$ cat config.mk
export PLATFORM = sky130hd
export DESIGN_NAME = double_ended_queue
export DESIGN_NICKNAME = d
export VERILOG_FILES = /design/src/hdl/dq_pkg.sv /design/src/hdl/dq_ram.sv /design/src/hdl/double_ended_queue.sv
export SDC_FILE = /design/constraint.sdc
export NUM_CORES = 2
export LEC_CHECK = 0
export BUFFER_PORTS_ARGS = -buffer_cell sky130_fd_sc_hd__buf_2
export CAP_MARGIN = 20
export CORE_AREA = 2 2 566 512
export CTS_CLUSTER_DIAMETER = 150
export DETAILED_ROUTE_END_ITERATION = 8
export DIE_AREA = 0 0 568 514
export GPL_ROUTABILITY_DRIVEN = 1
export GPL_TIMING_DRIVEN = 0
export PLACE_DENSITY = 0.48
export SLEW_MARGIN = 30
export SYNTH_ARGS = -nofsm -noshare
export SYNTH_HDL_FRONTEND = slang
export SYNTH_SLANG_ARGS = --single-unit
export TNS_END_PERCENT = 50
$ cat constraint.sdc
create_clock -name aclk -period 4.2 [get_ports aclk]
set_input_delay 0.84 -clock aclk [delete_from_list [all_inputs] [get_ports aclk]]
set_output_delay 0.84 -clock aclk [all_outputs]
set_load 0.05 [all_outputs]
$ cat src/hdl/dq_pkg.sv
// ----------------------------------------------------------------------------
// dq_pkg
// Shared types, constants and ring-index helpers for the double-ended queue.
// ----------------------------------------------------------------------------
package dq_pkg;

    // ring size and derived widths
    localparam int DEPTH = 64;
    localparam int IDX_W = $clog2(DEPTH);
    localparam int CNT_W = $clog2(DEPTH + 1);

    // word field widths
    localparam int REQ_W         = 3;
    localparam int VALUE_W       = 32;
    localparam int STATUS_W      = 2;
    localparam int ENTRY_COUNT_W = 7;

    // request codes
    localparam logic [REQ_W-1:0] REQ_PUSH_FRONT = 3'd0;
    localparam logic [REQ_W-1:0] REQ_PUSH_BACK  = 3'd1;
    localparam logic [REQ_W-1:0] REQ_DUMP       = 3'd2;
    localparam logic [REQ_W-1:0] REQ_POP_FRONT  = 3'd3;
    localparam logic [REQ_W-1:0] REQ_POP_BACK   = 3'd4;

    // status codes
    localparam logic [STATUS_W-1:0] STAT_OK    = 2'd0;
    localparam logic [STATUS_W-1:0] STAT_EMPTY = 2'd1;
    localparam logic [STATUS_W-1:0] STAT_FULL  = 2'd2;

    // control states
    typedef enum logic [1:0] {
        ST_IDLE,
        ST_POP,
        ST_DUMP
    } state_t;

    // fold a sum below twice the ring size back into the ring
    function automatic logic [IDX_W-1:0] dq_wrap(input logic [IDX_W:0] sum);
        logic [IDX_W:0] red;
        red = (sum >= (IDX_W+1)'(DEPTH)) ? sum - (IDX_W+1)'(DEPTH) : sum;
        return red[IDX_W-1:0];
    endfunction

    // ring slot at an offset from a base slot
    function automatic logic [IDX_W-1:0] dq_add(input logic [IDX_W-1:0] base,
                                                input logic [IDX_W-1:0] offs);
        return dq_wrap({1'b0, base} + {1'b0, offs});
    endfunction

    // ring slot just before a base slot
    function automatic logic [IDX_W-1:0] dq_dec(input logic [IDX_W-1:0] base);
        return (base == '0) ? IDX_W'(DEPTH - 1) : base - 1'b1;
    endfunction

endpackage

$ cat src/hdl/dq_ram.sv
// ----------------------------------------------------------------------------
// dq_ram
// Generic simple dual-port RAM: one write port, one read port, registered read.
// ----------------------------------------------------------------------------
module dq_ram #(
    parameter int WIDTH = 32,
    parameter int DEPTH = 64
) (
    input  logic                     aclk,
    input  logic                     wr_en,
    input  logic [$clog2(DEPTH)-1:0] wr_addr,
    input  logic [WIDTH-1:0]         wr_data,
    input  logic                     rd_en,
    input  logic [$clog2(DEPTH)-1:0] rd_addr,
    output logic [WIDTH-1:0]         rd_data
);

    logic [WIDTH-1:0] mem [DEPTH];
    logic [WIDTH-1:0] rd_data_reg;

    // write port
    always_ff @(posedge aclk) begin
        if (wr_en) begin
            mem[wr_addr] <= wr_data;
        end
    end

    // read port, data held until the next read
    always_ff @(posedge aclk) begin
        if (rd_en) begin
            rd_data_reg <= mem[rd_addr];
        end
    end

    assign rd_data = rd_data_reg;

endmodule

$ cat src/hdl/double_ended_queue.sv
// ----------------------------------------------------------------------------
// double_ended_queue
// Bounded deque of signed 32-bit values kept in a ring buffer in one RAM.
// ----------------------------------------------------------------------------
//
//  channel   dir   handshake           payload
//  s_        in    s_valid / s_ready   s_req_type, s_push_value
//  m_        out   m_valid / m_ready   m_result_value, m_status,
//                                      m_entry_count, m_last_result
//
//  push, and any request that meets a full or empty queue: answered straight from the word,
//  so a new word can follow at once; pop: the RAM read is registered, then the result in ST_POP
//  dump: one entry per cycle through the single read port while m_ is not stalled
//  reset clears state, front slot, count, dump walk and m_valid; the entry RAM is not cleared
//  a stalled m_ stage holds the block: no new word and no further dump reads
//
module double_ended_queue (
    input  logic                                 aclk,
    input  logic                                 aresetn,
    input  logic                                 s_valid,
    output logic                                 s_ready,
    input  logic [dq_pkg::REQ_W-1:0]             s_req_type,
    input  logic signed [dq_pkg::VALUE_W-1:0]    s_push_value,
    output logic                                 m_valid,
    input  logic                                 m_ready,
    output logic signed [dq_pkg::VALUE_W-1:0]    m_result_value,
    output logic [dq_pkg::STATUS_W-1:0]          m_status,
    output logic [dq_pkg::ENTRY_COUNT_W-1:0]     m_entry_count,
    output logic                                 m_last_result
);

    import dq_pkg::*;

    state_t state_reg, state_next;

    logic [IDX_W-1:0] front_reg, front_next;
    logic [CNT_W-1:0] cnt_reg, cnt_next;
    logic [IDX_W-1:0] ptr_reg, ptr_next;
    logic [IDX_W-1:0] left_reg, left_next;

    logic                     out_valid_reg, out_valid_next;
    logic [VALUE_W-1:0]       out_value_reg, out_value_next;
    logic [STATUS_W-1:0]      out_status_reg, out_status_next;
    logic [ENTRY_COUNT_W-1:0] out_count_reg, out_count_next;
    logic                     out_last_reg, out_last_next;

    logic                     out_free;
    logic                     accept;
    logic                     is_full;
    logic                     is_empty;
    logic [CNT_W-1:0]         cnt_dec;

    logic                     load;
    logic [VALUE_W-1:0]       load_value;
    logic [STATUS_W-1:0]      load_status;
    logic [CNT_W-1:0]         load_count;
    logic                     load_last;

    logic                     ram_we;
    logic [IDX_W-1:0]         ram_waddr;
    logic                     ram_re;
    logic [IDX_W-1:0]         ram_raddr;
    logic [VALUE_W-1:0]       ram_rdata;

    // entry storage
    dq_ram #(
        .WIDTH (VALUE_W),
        .DEPTH (DEPTH)
    ) u_entries (
        .aclk    (aclk),
        .wr_en   (ram_we),
        .wr_addr (ram_waddr),
        .wr_data (s_push_value),
        .rd_en   (ram_re),
        .rd_addr (ram_raddr),
        .rd_data (ram_rdata)
    );

    // handshake and queue flags
    assign out_free = !out_valid_reg || m_ready;
    assign s_ready  = (state_reg == ST_IDLE) && out_free;
    assign accept   = s_valid && s_ready;
    assign is_full  = (cnt_reg == CNT_W'(DEPTH));
    assign is_empty = (cnt_reg == '0);
    assign cnt_dec  = cnt_reg - 1'b1;

    // next state
    always_comb begin
        state_next = state_reg;
        case (state_reg)
            ST_IDLE: begin
                if (accept && !is_empty) begin
                    if (s_req_type == REQ_DUMP) begin
                        state_next = ST_DUMP;
                    end else if (s_req_type == REQ_POP_FRONT ||
                                 s_req_type == REQ_POP_BACK) begin
                        state_next = ST_POP;
                    end
                end
            end
            ST_POP: begin
                if (out_free) begin
                    state_next = ST_IDLE;
                end
            end
            ST_DUMP: begin
                if (out_free && left_reg == '0) begin
                    state_next = ST_IDLE;
                end
            end
            default: begin
                state_next = ST_IDLE;
            end
        endcase
    end

    // pointer updates, RAM access and result words
    always_comb begin
        front_next  = front_reg;
        cnt_next    = cnt_reg;
        ptr_next    = ptr_reg;
        left_next   = left_reg;
        ram_we      = 1'b0;
        ram_waddr   = front_reg;
        ram_re      = 1'b0;
        ram_raddr   = front_reg;
        load        = 1'b0;
        load_value  = '0;
        load_status = STAT_OK;
        load_count  = cnt_reg;
        load_last   = 1'b1;
        case (state_reg)
            ST_IDLE: begin
                if (accept) begin
                    case (s_req_type)
                        REQ_PUSH_FRONT, REQ_PUSH_BACK: begin
                            load = 1'b1;
                            if (is_full) begin
                                load_status = STAT_FULL;
                            end else begin
                                ram_we = 1'b1;
                                if (s_req_type == REQ_PUSH_FRONT) begin
                                    front_next = dq_dec(front_reg);
                                    ram_waddr  = dq_dec(front_reg);
                                end else begin
                                    ram_waddr = dq_add(front_reg, cnt_reg[IDX_W-1:0]);
                                end
                                cnt_next   = cnt_reg + 1'b1;
                                load_count = cnt_reg + 1'b1;
                            end
                        end
                        REQ_DUMP: begin
                            if (is_empty) begin
                                load        = 1'b1;
                                load_status = STAT_EMPTY;
                            end else begin
                                ram_re    = 1'b1;
                                ram_raddr = front_reg;
                                ptr_next  = dq_add(front_reg, IDX_W'(1));
                                left_next = cnt_dec[IDX_W-1:0];
                            end
                        end
                        REQ_POP_FRONT: begin
                            if (is_empty) begin
                                load        = 1'b1;
                                load_status = STAT_EMPTY;
                            end else begin
                                ram_re     = 1'b1;
                                ram_raddr  = front_reg;
                                front_next = dq_add(front_reg, IDX_W'(1));
                                cnt_next   = cnt_dec;
                            end
                        end
                        REQ_POP_BACK: begin
                            if (is_empty) begin
                                load        = 1'b1;
                                load_status = STAT_EMPTY;
                            end else begin
                                ram_re    = 1'b1;
                                ram_raddr = dq_add(front_reg, cnt_dec[IDX_W-1:0]);
                                cnt_next  = cnt_dec;
                            end
                        end
                        default: begin
                            // unknown request codes are dropped silently
                        end
                    endcase
                end
            end
            ST_POP: begin
                if (out_free) begin
                    load       = 1'b1;
                    load_value = ram_rdata;
                end
            end
            ST_DUMP: begin
                if (out_free) begin
                    load       = 1'b1;
                    load_value = ram_rdata;
                    load_last  = (left_reg == '0);
                    if (left_reg != '0) begin
                        ram_re    = 1'b1;
                        ram_raddr = ptr_reg;
                        ptr_next  = dq_add(ptr_reg, IDX_W'(1));
                        left_next = left_reg - 1'b1;
                    end
                end
            end
            default: begin
            end
        endcase
    end

    // output register next values
    always_comb begin
        out_valid_next  = out_valid_reg && !m_ready;
        out_value_next  = out_value_reg;
        out_status_next = out_status_reg;
        out_count_next  = out_count_reg;
        out_last_next   = out_last_reg;
        if (load) begin
            out_valid_next  = 1'b1;
            out_value_next  = load_value;
            out_status_next = load_status;
            out_count_next  = ENTRY_COUNT_W'(load_count);
            out_last_next   = load_last;
        end
    end

    // control registers
    always_ff @(posedge aclk) begin
        if (!aresetn) begin
            state_reg     <= ST_IDLE;
            front_reg     <= '0;
            cnt_reg       <= '0;
            ptr_reg       <= '0;
            left_reg      <= '0;
            out_valid_reg <= 1'b0;
        end else begin
            state_reg     <= state_next;
            front_reg     <= front_next;
            cnt_reg       <= cnt_next;
            ptr_reg       <= ptr_next;
            left_reg      <= left_next;
            out_valid_reg <= out_valid_next;
        end
    end

    // result payload registers
    always_ff @(posedge aclk) begin
        out_value_reg  <= out_value_next;
        out_status_reg <= out_status_next;
        out_count_reg  <= out_count_next;
        out_last_reg   <= out_last_next;
    end

    assign m_valid        = out_valid_reg;
    assign m_result_value = $signed(out_value_reg);
    assign m_status       = out_status_reg;
    assign m_entry_count  = out_count_reg;
    assign m_last_result  = out_last_reg;

    // count never passes the ring size
    assert property (@(posedge aclk) disable iff (!aresetn)
        cnt_reg <= CNT_W'(DEPTH))
        else $error("entry count above ring size");

    // new words are taken only when no pop or dump is in flight
    assert property (@(posedge aclk) disable iff (!aresetn)
        s_ready |-> state_reg == ST_IDLE)
        else $error("word accepted while busy");

    // a successful push grows the queue by one
    assert property (@(posedge aclk) disable iff (!aresetn)
        (accept && !is_full &&
         (s_req_type == REQ_PUSH_FRONT || s_req_type == REQ_PUSH_BACK))
        |=> cnt_reg == $past(cnt_reg) + 1'b1)
        else $error("push did not update count");

    // a dump walk leaves the queue untouched
    assert property (@(posedge aclk) disable iff (!aresetn)
        state_reg == ST_DUMP |=> $stable(cnt_reg) && $stable(front_reg))
        else $error("dump changed queue state");

    // full status only reported with a full queue
    assert property (@(posedge aclk) disable iff (!aresetn)
        (m_valid && m_status == STAT_FULL) |-> m_entry_count == ENTRY_COUNT_W'(DEPTH))
        else $error("full status with room left");

endmodule
# Yosys cells after proc, flatten, opt, wreduce, memory -nomap -nowiden
# Memories as Yosys holds them, arrays and structs flattened. A register that Yosys moved wholly into a read port is not among the register bits.
# Cells that the tools add are included.
[word_totals]
input_bits = 39
mem_bits_rw = 2048
n_memories = 1
regBits = 70
out_inout_bits = 44
elab_cells = 141
[memory_table]
columns = ["memory", "depth", "word_bits", "read_ports", "rd_ports_with_merged_regs", "write_ports", "line", "text"]
rows = [
  ["u_entries.mem", 64, 32, 1, 1, 1, "dq_ram.sv:18", "logic [WIDTH-1:0] mem [DEPTH];"],
]
[op_classes]
n_mux = 64
n_eq_ne = 20
addsub = 12
magnitude_cmp = 4
reduce_logical = 30
[op_table]
columns = ["operator", "n"]
rows = [
  ["$mux 6", 27],
  ["$pmux 6 s2", 4],
  ["$sub 6x1->6 const B", 6],
  ["$mux 7", 5],
  ["$ge 7x7->1 const B", 4],
  ["$ne 2x2->1 const B", 10],
  ["$mux 1", 16],
  ["$add 6x1->7 const B", 2],
  ["$add 6x6->7", 2],
  ["$pmux 7 s2", 1],
  ["$logic_not 6->1", 2],
  ["$mux 2", 6],
  ["$reduce_and 6->1", 2],
  ["$reduce_and 4->1", 2],
  ["$add 7x1->7 const B", 1],
  ["$eq 7x7->1 const B", 1],
  ["$logic_not 7->1", 1],
  ["$sub 7x1->7 const B", 1],
  ["$eq 3x2->1 const B", 2],
  ["$pmux 1 s2", 3],
  ["$pmux 2 s3", 1],
  ["$reduce_and 2->1", 3],
  ["$reduce_bool 2->1", 3],
  ["$reduce_bool 6->1", 1],
  ["14 further kinds", 24],
]

# Longest topological paths before layout
[logic_depth]
ltp_word = 8
depth_mapped = 18

# Hierarchy
# A second synthesis with hierarchy kept.
[hier_totals]
hier_cells = 4010
hier_area_um2 = 83851.7
[by_module_without_submodules]
columns = ["mod", "cells_per_inst", "n_inst", "area_each_um2"]
rows = [
  ["dq_ram", 3511, 1, 79359.9],
  ["double_ended_queue", 499, 1, 4491.8],
]

# Worst setup path after synthesis
# No wires, ideal clock.
[synth_path]
kind = "register -> register"
from = "register cnt_reg[0]"
to = "register out_count_reg[0] (netlist: m_entry_count[0]) (enable)"
arrival_ps = 4085
path_stages_with_launch = 10
setup_slack_ps = -342
required_time_ps = 3743
cell_sequence = "dfxtp_1 -> clkbuf_1 -> inv_1 -> ha_1 -> or4b_4 -> or3_1 -> buf_4 -> nor3_1 -> o21ai_0 -> a21oi_1"
[synth_via]
elab_chain_cells = 5
[synth_lines]
columns = ["element", "line", "text"]
rows = [
  ["start: declaration", "double_ended_queue.sv:37", "logic [CNT_W-1:0] cnt_reg, cnt_next;"],
  ["start signal: assignment", "double_ended_queue.sv:242", "cnt_reg <= cnt_next;"],
  ["$logic_not 7->1", "double_ended_queue.sv:84", "assign is_empty = (cnt_reg == '0);"],
  ["$mux 1", "double_ended_queue.sv:153, double_ended_queue.sv:164, double_ended_queue.sv:175", ""],
  ["$pmux 1 s2", "double_ended_queue.sv:135", "case (s_req_type)"],
  ["$mux 1", "double_ended_queue.sv:134", "if (accept) begin"],
  ["$pmux 1 s2", "double_ended_queue.sv:132", "case (state_reg)"],
  ["via load", "double_ended_queue.sv:53", "logic load;"],
  ["end signal: assignment", "double_ended_queue.sv:253", "out_count_reg <= out_count_next;"],
  ["end: declaration", "double_ended_queue.sv:44", "logic [ENTRY_COUNT_W-1:0] out_count_reg, out_count_next;"],
]
# The timed path passes the listed nets, and every way through them passes these cells.
# A chain may end at the register's enable or synchronous reset.

# Worst setup path in the final report
[layout_path]
from = "register cnt_reg[0]"
to = "register u_entries.rd_data_reg[15] (netlist: u_entries.rd_data[15]) (read register of u_entries.mem) (data pin)"
[layout_via]
elab_chain_cells = 8
word_cells_on_any_way = 14
[layout_lines]
columns = ["element", "line", "text"]
rows = [
  ["$sub 7x1->7", "double_ended_queue.sv:85", "assign cnt_dec = cnt_reg - 1'b1;"],
  ["$add 6x6->7", "dq_pkg.sv:47", "return dq_wrap({1'b0, base} + {1'b0, offs});"],
  ["$sub 6x1->6 or $ge 7x7->1 (tied branches)", "dq_pkg.sv:40", "red = (sum >= (IDX_W+1)'(DEPTH)) ? sum - (IDX_W+1)'(DEPTH) : sum;"],
  ["$mux 6", "dq_pkg.sv:40", ""],
  ["$mux 6", "double_ended_queue.sv:175", "if (is_empty) begin"],
  ["$mux 6", "--", ""],
  ["$mux 6", "double_ended_queue.sv:134", ""],
  ["$pmux 6 s2", "double_ended_queue.sv:132", ""],
  ["end: declaration", "dq_ram.sv:19", "logic [WIDTH-1:0] rd_data_reg;"],
]
# Several ways; a longest one is shown, not always the timed one.

==> results_dict.tcl <==
set metrics [dict create \
    critPathSlowestCell "nand4_1" \
    grt_first_pass_wirelength_mm 483 \
    yosysSeqAreaShare_pct 75.2 \
    setup_tns_ns -14.89 \
    drt-initial-drc-count 9968 \
    cts_inserted_buffers 222 \
    crit_type "reg -> reg" \
    yosys.area.top_type "edfxtp_1" \
    design.die.area_sq_um 292000 \
    cts_tree "yes" \
    synth_common_cells "2,122 x edfxtp_1, 745 x nand2_1, 425 x a21oi_1, 400 x mux2i_1, 226 x a221oi_1" \
    placed_cell_area_sq_um 95500 \
    worst_pin_slew_ns 0.933 \
    synth-edff-count 2122 \
    fin_nets 6363 \
    cts_sinks 2150 \
    finalSetupViolations 32 \
    grt_usage_pct 24.4 \
    fin_crit_sh_pct 119 \
    grt_pass1_vias 53900 \
    synth.cell_area_sq_um 85500 \
    gr-total-overflow 0 \
    syn_avg_cell_area_sq_um 15.2 \
    ys.flop_type "edfxtp_1" \
    synth_area_leaders "edfxtp_1 75%, mux2i_1 4.7%, nand2_1 3.3%, a21oi_1 2.5%, a221oi_1 2.3%" \
    status "finished, violations left" \
    drc 0 \
    rsz0062_at_grt "true" \
    wl_mm 367 \
    numPortBuffers 79 \
    fmax_ghz 0.200 \
    p_per_area_nw_per_um2 516 \
    gp_congestion 0.950 \
    required_ns 4.90 \
    timing.critical_path.mode_cell "buf_12" \
    synth_top_area_share_pct 74.5 \
    antenna_found_initial 47 \
    path_clk_slew_ns 0.06 \
    drive_above_1_share_pct 24.5 \
    dpl.hpwl_mm 255 \
    syn_nets 5672 \
    core_sq_um 287000 \
    place_ws_ns -3.58 \
    async_reset_ff_share_pct 0 \
    via_per_inst 5.72 \
    die_w_microns 568 \
    report.final.slew_viol_count 0 \
    worst-path-buf-inv 5 \
    start_util_pct 29.8 \
    grt_start_max_net_pins 65 \
    root_buffer "clkbuf_16" \
    finClkSkew_ns 0.0679 \
    clock_latency_ns 0.92 \
    syn_to_final_growth_pct 28.3 \
    drv_cap 0 \
    crit_path_cell_trace "inv_8, ha_4, or4b_4, or3_4, and3_4, or4_4, buf_12, buf_12, buf_16, buf_12, mux2i_4, mux2i_4, o22a_1, nand4_1, nand4_1" \
    avgRoutedWirePerCell_microns 35.7 \
    cp_top_family "simple AND/OR/NAND/NOR gates" \
    hp-class "in -> reg" \
    ios 83 \
    period_needed_ns 5.00 \
    p_total_uw 56600 \
    power.leakage_uw 0.0365 \
    startpoint_type "flip-flop" \
    hold_viol_final 0 \
    cts_hold_buf 0 \
    fin_ws_ns -0.797 \
    dr.pass1.iters 8 \
    irDropWorstVdd_uv 474 \
    drtAntennaViolNets 0 \
    arrival_ns 5.69 \
    yosysWarningCount 0 \
    htreeDepth 4 \
    stdcell_area_sq_um 110000 \
    end_kind "flip-flop" \
    slew_headroom_pct 37.8 \
    synth-seq-cells 2150 \
    yosysMostFrequentCell "edfxtp_1" \
    violations "negative setup slack" \
    largest_reg_flops 2048 \
    crit_path_max_incr_delay_ns 0.74 \
    vias 58800 \
    fin_hold_ws_ns 0.315 \
    crit_path_max_fanout 8 \
    die_h_microns 514 \
    clock_path_buffers 3 \
    synth_cell_types 76 \
    syn_inst 5608 \
    row_count 187 \
]
## power by group
group / switching, uW / leakage, uW / internal [uW] / total (uW)
clock: 8790 / 0.00335 / 10400 / 19200
combinational: 9150 / 0.0138 / 4170 / 13300
sequential: 121 / 0.0193 / 24000 / 24200
## worst reg2reg max path, cell delays in order (launching register included)
cell	delay [ns]
dfxtp_4	0.37
inv_8	0.07
ha_4	0.11
or4b_4	0.49
or3_4	0.38
and3_4	0.18
or4_4	0.63
buf_12	0.19
buf_12	0.15
buf_16	0.17
buf_12	0.13
mux2i_4	0.18
mux2i_4	0.19
o22a_1	0.23
nand4_1	0.74
nand4_1	0.59
## path summary, 6_finish.rpt
| kind | start | endpoint | slack [ns] | cells past startpoint |
|---|---|---|---|---|
| setup / recovery | cnt_reg[0]$_SDFFE_PN0P_ | u_entries.rd_data[15]$_DFFE_PP_ | -0.80 | 15 |
| hold / removal | s_push_value[22] | u_entries.mem[1][22]$_DFFE_PP_ | 0.32 | 1 |
| setup reg to reg | cnt_reg[0]$_SDFFE_PN0P_ | u_entries.rd_data[15]$_DFFE_PP_ | -0.80 | 15 |
| hold reg to reg | u_entries.rd_data[27]$_DFFE_PP_ | m_result_value[27]$_SDFFCE_PN0P_ | 0.51 | 1 |
## layout by cell type, fill, tap and decap left out, types with 93 or more instances in the layout
master and instances:
nand3_1 148, a221oi_1 178, nand2_1 715, buf_16 147
buf_4 249, edfxtp_1 2122, clkbuf_16 236, a22oi_1 93
a21oi_1 392, mux2i_1 375, buf_12 93
## stage by stage
stage          utilization (%)  instances
2_1_floorplan                -       5608
3_3_place_gp              31.6       9467
3_5_place_dp              33.3       9632
4_1_cts                   37.6      10200
5_1_grt                   38.3      10300
6_report                  38.3      10300
## metal layers
layer / vias up / GRT usage (%) / share of wire [%]
met5: - / 0 / 0.048
met4: 28 / 9.85 / 4.6
met3: 786 / 8.06 / 13
met2: 4092 / 35.3 / 42
met1: 30400 / 33.4 / 40
li1: 23500 / - / -
## what timing repair did
item / 4_1_cts / 5_1_grt
cloned: 4 / 5
endpoints found under the setup margin: 2080 / 694
gates resized for setup: 1046 / 331
pin swaps: 169 / 133
hold endpoints to repair: 0 / 0
buffers inserted: 164 / 70
## cells by family after synthesis
family          count (synthesis)  synth area share, %
compound gates               1186                 9.38
xor+xnor                       26                0.266
fa+ha+maj                      25                0.383
buf+inv                       418                 2.12
flops                        2150                 75.2
mux                           425                 5.33
simple gates                 1378                 7.32
## final cells by class
class	instances	area (sq um)
diodes	13	32.5
plain buffers	382	4070
clock buffers	275	5750
clock inverters	134	1130
fillers	26300	177000
inverters	26	113
multi-input cells	3040	22500
flip-flops and latches	2150	64300
well taps	3780	4730
repair buffers	477	7080
(Power assumes the default switching activity.)
